File: src/rtl/core/sqsi_pkg.sv
// shared types and constants of the span quantizer and symbol interner
package sqsi_pkg;

    localparam int TABLE_DEPTH_DEF = 64;
    localparam int COORD_W = 32;
    localparam int BIN_W = 33;
    localparam int HBIN_W = 32;
    localparam int SYM_W = 8;
    localparam int LEN_W = 34;
    localparam int Q_W = 16;
    localparam int NUM_W = 35;
    localparam int DEN_W = 17;
    localparam int ADDR_W = 4;

    localparam logic [ADDR_W-1:0] REG_EDGE_MODE = 4'h0;
    localparam logic [ADDR_W-1:0] REG_WIDTH_Q = 4'h4;
    localparam logic [ADDR_W-1:0] REG_HEIGHT_Q = 4'h8;

    typedef enum logic [3:0] {
        ST_IDLE,
        ST_GAP_DIV,
        ST_GAP_WAIT,
        ST_GAP_LOOK,
        ST_GAP_LWAIT,
        ST_GAP_OUT,
        ST_W_DIV,
        ST_W_WAIT,
        ST_H_DIV,
        ST_H_WAIT,
        ST_F_LOOK,
        ST_F_LWAIT,
        ST_F_OUT
    } state_t;

    typedef struct packed {
        logic                     valid;
        logic                     is_filled;
        logic signed [BIN_W-1:0]  first_bin;
        logic [HBIN_W-1:0]        second_bin;
        logic signed [SYM_W-1:0]  new_sym;
        logic                     hit;
        logic                     inserted;
        logic signed [SYM_W-1:0]  sym;
    } look_t;

endpackage

File: src/rtl/core/sqsi_div.sv
// restoring divider, one quotient bit per cycle
module sqsi_div (
    input  logic                          clk,
    input  logic                          rst_n,
    input  logic                          start,
    input  logic [sqsi_pkg::NUM_W-1:0]    numer,
    input  logic [sqsi_pkg::DEN_W-1:0]    denom,
    output logic                          busy,
    output logic                          done,
    output logic [sqsi_pkg::NUM_W-1:0]    quot
);

    localparam int NW = sqsi_pkg::NUM_W;
    localparam int DW = sqsi_pkg::DEN_W;
    localparam int CW = $clog2(NW + 1);

    logic              busy_reg, busy_next;
    logic              done_reg, done_next;
    logic [CW-1:0]     cnt_reg, cnt_next;
    logic [NW-1:0]     num_reg, num_next;
    logic [DW-1:0]     rem_reg, rem_next;
    logic [DW-1:0]     den_reg, den_next;
    logic [DW:0]       trial;
    logic              qbit;

    always_comb
    begin
        trial = {rem_reg, num_reg[NW-1]};
        qbit = (trial >= {1'b0, den_reg});
        busy_next = busy_reg;
        done_next = 1'b0;
        cnt_next = cnt_reg;
        num_next = num_reg;
        rem_next = rem_reg;
        den_next = den_reg;
        if (start)
        begin
            busy_next = 1'b1;
            cnt_next = '0;
            num_next = numer;
            rem_next = '0;
            den_next = denom;
        end
        else if (busy_reg)
        begin
            rem_next = qbit ? DW'(trial - {1'b0, den_reg}) : trial[DW-1:0];
            num_next = {num_reg[NW-2:0], qbit};
            cnt_next = cnt_reg + 1'b1;
            if (cnt_reg == CW'(NW - 1))
            begin
                busy_next = 1'b0;
                done_next = 1'b1;
            end
        end
    end

    always_ff @(posedge clk or negedge rst_n)
    begin
        if (!rst_n)
        begin
            busy_reg <= 1'b0;
            done_reg <= 1'b0;
            cnt_reg <= '0;
        end
        else
        begin
            busy_reg <= busy_next;
            done_reg <= done_next;
            cnt_reg <= cnt_next;
        end
    end

    always_ff @(posedge clk)
    begin
        num_reg <= num_next;
        rem_reg <= rem_next;
        den_reg <= den_next;
    end

    assign busy = busy_reg;
    assign done = done_reg;
    assign quot = num_reg;

endmodule

File: config.mk
export PLATFORM = sky130hd
export DESIGN_NAME = sqsi_div
export DESIGN_NICKNAME = d
export VERILOG_FILES = /design/src/rtl/core/sqsi_pkg.sv /design/src/rtl/core/sqsi_div.sv
export SDC_FILE = /design/constraint.sdc
export NUM_CORES = 1
export LEC_CHECK = 0
export ABC_CLOCK_PERIOD_IN_PS = 5200
export BUFFER_PORTS_ARGS = -buffer_cell sky130_fd_sc_hd__buf_2
export CAP_MARGIN = 10
export CORE_ASPECT_RATIO = 1.2
export CORE_MARGIN = 3
export CORE_UTILIZATION = 59
export CTS_CLUSTER_DIAMETER = 120
export DETAILED_ROUTE_END_ITERATION = 16
export GPL_ROUTABILITY_DRIVEN = 0
export PLACE_DENSITY = 0.86
export SYNTH_ARGS = -nofsm -noshare
export SYNTH_HDL_FRONTEND = slang
export SYNTH_SLANG_ARGS = --single-unit
File: constraint.sdc
create_clock -name clk -period 5.2 [get_ports clk]
set_input_delay 0.26 -clock clk [delete_from_list [all_inputs] [get_ports clk]]
set_output_delay 0.26 -clock clk [all_outputs]
set_load 0.02 [all_outputs]
==> results_dict.tcl <==
set metrics [dict create \
    dp.cells 519 \
    synth_edf_count 52 \
    async_reset_ff_share_pct 10.39 \
    drc 0 \
    holdPathEnd "den_reg[14]" \
    coreArea_um2 6606 \
    fmax_ghz 0.3327 \
    ys_warn_count 0 \
    first_iter_violations 275 \
    powerDensity_nw_per_um2 398.3 \
    num_rows 32 \
    grt_overflow 0 \
    cts_tree "built" \
    synthCells 359 \
    fin_crit_ps 3006 \
    critPathBufInv 1 \
    drt_wl_total_um 9041 \
    netlist_area_um2 4129 \
    start_util_pct 62.50 \
    stdcell_count 535 \
    r2r_cells 7 \
    status "finished, final reports clean" \
    synthFlopType "edfxtp_1" \
    p_leak_nw 2.052 \
    hold_viol 0 \
    startpoint_type "flop" \
    chipHeight_um 97.64 \
    clkPwrFrac_pct 23.0 \
    p_sw_share_pct 35.01 \
    combPwrFrac_pct 35.2 \
    cts_inserted_buffers 9 \
    ys_seq_area_share_pct 50.91 \
    vias 3223 \
    first_pass_iters 5 \
    whs_path_depth 1 \
    ys_ff_latch 77 \
    fin_worst_skew_ps 12.09 \
    r2r-start "den_reg[13]" \
    crit_path_top_delay_cell "a2111oi_1" \
    crit_chain "inv_1 -> ha_1 -> a21oi_1 -> o21ai_0 -> a2111oi_1 -> o21ai_2 -> mux2_2" \
    io_buffers 91 \
    root_buffer "clkbuf_8" \
    crit_required_ps 5310 \
    setup_viol 0 \
    yosysUniqueCellTypes 61 \
    setup_tns_ps 0 \
    cts_resized 0 \
    hpwl_um 6344 \
    grt_pass1_vias 3250 \
    drive_gt1_share_pct 34.44 \
    fin_nets 521 \
    min-delay-start "denom[14]" \
    drv_slew 0 \
    grt_usage_pct 24.08 \
    critical-path-max-stage-delay_ps 670 \
    p_int_mw 1.248 \
    crit_type "flop to flop" \
    critical-path-top-delay-family "compound AO/OA/AOI/OAI gates" \
    dieArea_um2 8042 \
    io_pins 92 \
    path_clk_slew_ps 80 \
    p_sw_mw 0.6724 \
    vdd_drop_max_uv 228.4 \
    antenna_left 0 \
    largest_register_ffs 35 \
    viasPerCell 6.024 \
    cp.arrival_ps 3120 \
    max_slew_margin_pct 34.89 \
    cts_sinks 77 \
    area_growth_pct 16.79 \
    post-cts-setup-buffer-count 0 \
    cp_max_fo 13 \
    tightest_slew_ps 976.6 \
    wl_per_cell_um 16.90 \
    die_x_um 82.37 \
    fin_crit_sh_pct 57.81 \
    seqPwrFrac_pct 41.8 \
    grt_max_degree 72 \
    hp-class "primary input to flop" \
    critPathCaptureType "flop" \
    h-tree-depth 3 \
    clockBufferDepth 2 \
    rr_endpoint "quot[0]" \
    clock_latency_ps 350 \
    rrSetupSlack_ps 2190 \
    drv_cap 0 \
    grt_antenna_before_repair 0 \
    avgSynthCellArea_um2 11.50 \
    rsz0062_at_grt "no" \
    diodes 0 \
    synthesis.nets 434 \
    grt_pass1_wl_um 15090 \
]
layer usage:
layer / part of all wire (%) / global-route usage (%) / vias to the layer above
met1: 41 / 31.20 / 1487
met4: 2.9 / 11.13 / 0
met2: 47 / 35.99 / 191
li1: - / - / 1518
met3: 9.0 / 7.885 / 27
met5: 0 / 0 / -
per-stage QoR:
stage | power, mW | cell area, um2 | hold WS (ps) | utilization [%] | worst slack (ps)
2_1_floorplan | 1.314 | 4129 | -35.59 | - | 2334
3_3_place_gp | 1.450 | 4624 | 108.8 | 70.00 | 2358
3_5_place_dp | 1.472 | 4624 | 112.2 | 70.00 | 2281
4_1_cts | 1.917 | 4822 | 70.21 | 72.99 | 2241
5_1_grt | 2.031 | 4822 | 63.50 | 72.99 | 2036
6_report | 1.921 | 4822 | 76.67 | 72.99 | 2194
synthesized netlist by cell type, drive strengths merged, types with 6 or more instances:
master  count  share of area, %
edfxtp     52                38
mux2       35               9.5
nor2       26               2.4
inv        23               2.1
ha         19               5.8
a21oi      18               2.2
dfxtp      17               8.2
nand2      17               1.5
o21ai      14               1.8
clkbuf     10              0.94
a211oi      8               1.6
buf         8               1.0
dfrtp       8               4.8
xnor2       8               1.7
nand3       7              0.85
mux2i       6               1.5
xor2        6               1.3
cells by family after synthesis:
family | synth area share, %
XOR/XNOR | 2.970
multiplexers | 11.00
flip-flops | 50.91
AO/OA/AOI/OAI | 14.46
buffers and inverters | 4.060
AND/OR/NAND/NOR | 10.36
adder cells (fa/ha/maj) | 6.242
cell usage in the layout, fill, tap and decap left out, types with 2 or more instances in the layout:
cell,instances
buf_2,91
edfxtp_1,52
mux2_2,35
nor2_1,25
inv_1,23
ha_1,19
a21oi_1,18
nand2_1,17
dfxtp_1,17
o21ai_0,9
clkbuf_8,9
xnor2_1,8
dfrtp_1,8
a211oi_1,7
nand3_1,7
xor2_1,6
mux2i_1,6
a21o_1,5
nand4_1,5
nor3_1,5
nor2b_1,5
a32oi_1,5
o21ai_1,4
nand2b_1,4
and3_1,3
nor3b_1,3
o21a_1,3
a31oi_1,3
a221oi_1,3
nor4_1,2
or2_2,2
o31ai_1,2
or3_1,2
o2111ai_1,2
a311oi_2,2
o311ai_0,2
buf_4,2
power groups by stage:
stage	clock network, mW	logic, mW	registers [mW]
3_5_place_dp	0	0.659	0.813
6_report	0.441	0.677	0.803
2_1_floorplan	0	0.473	0.841
5_1_grt	0.474	0.743	0.814
3_3_place_gp	0	0.639	0.811
4_1_cts	0.448	0.666	0.802
worst max-delay path by stage:
stage               slack [ps]         from  cells after the start       to
finish                    2190  den_reg[13]                      7  quot[0]
detailed placement        2280     quot[34]                      9  quot[0]
global placement          2360     quot[34]                      9  quot[0]
global route              2040  den_reg[13]                      7  quot[0]
floorplan                 2330     quot[34]                     10  quot[0]
CTS                       2240  den_reg[13]                      7  quot[0]
area by class of cell:
class / instances / area, um2
Timing Repair Buffer: 94 / 480.5
Multi-Input combinational cell: 241 / 1859
Clock buffer: 9 / 123.9
Fill cell: 474 / 1784
Sequential cell: 77 / 2102
Tap cell: 85 / 106.4
Inverter: 23 / 86.33
Clock inverter: 6 / 63.81
repair_timing:
action,CTS,global route
setup endpoints to repair,0,0
hold buffers,1,0
hold endpoints to repair,8,0
(Power assumes the default switching activity.)
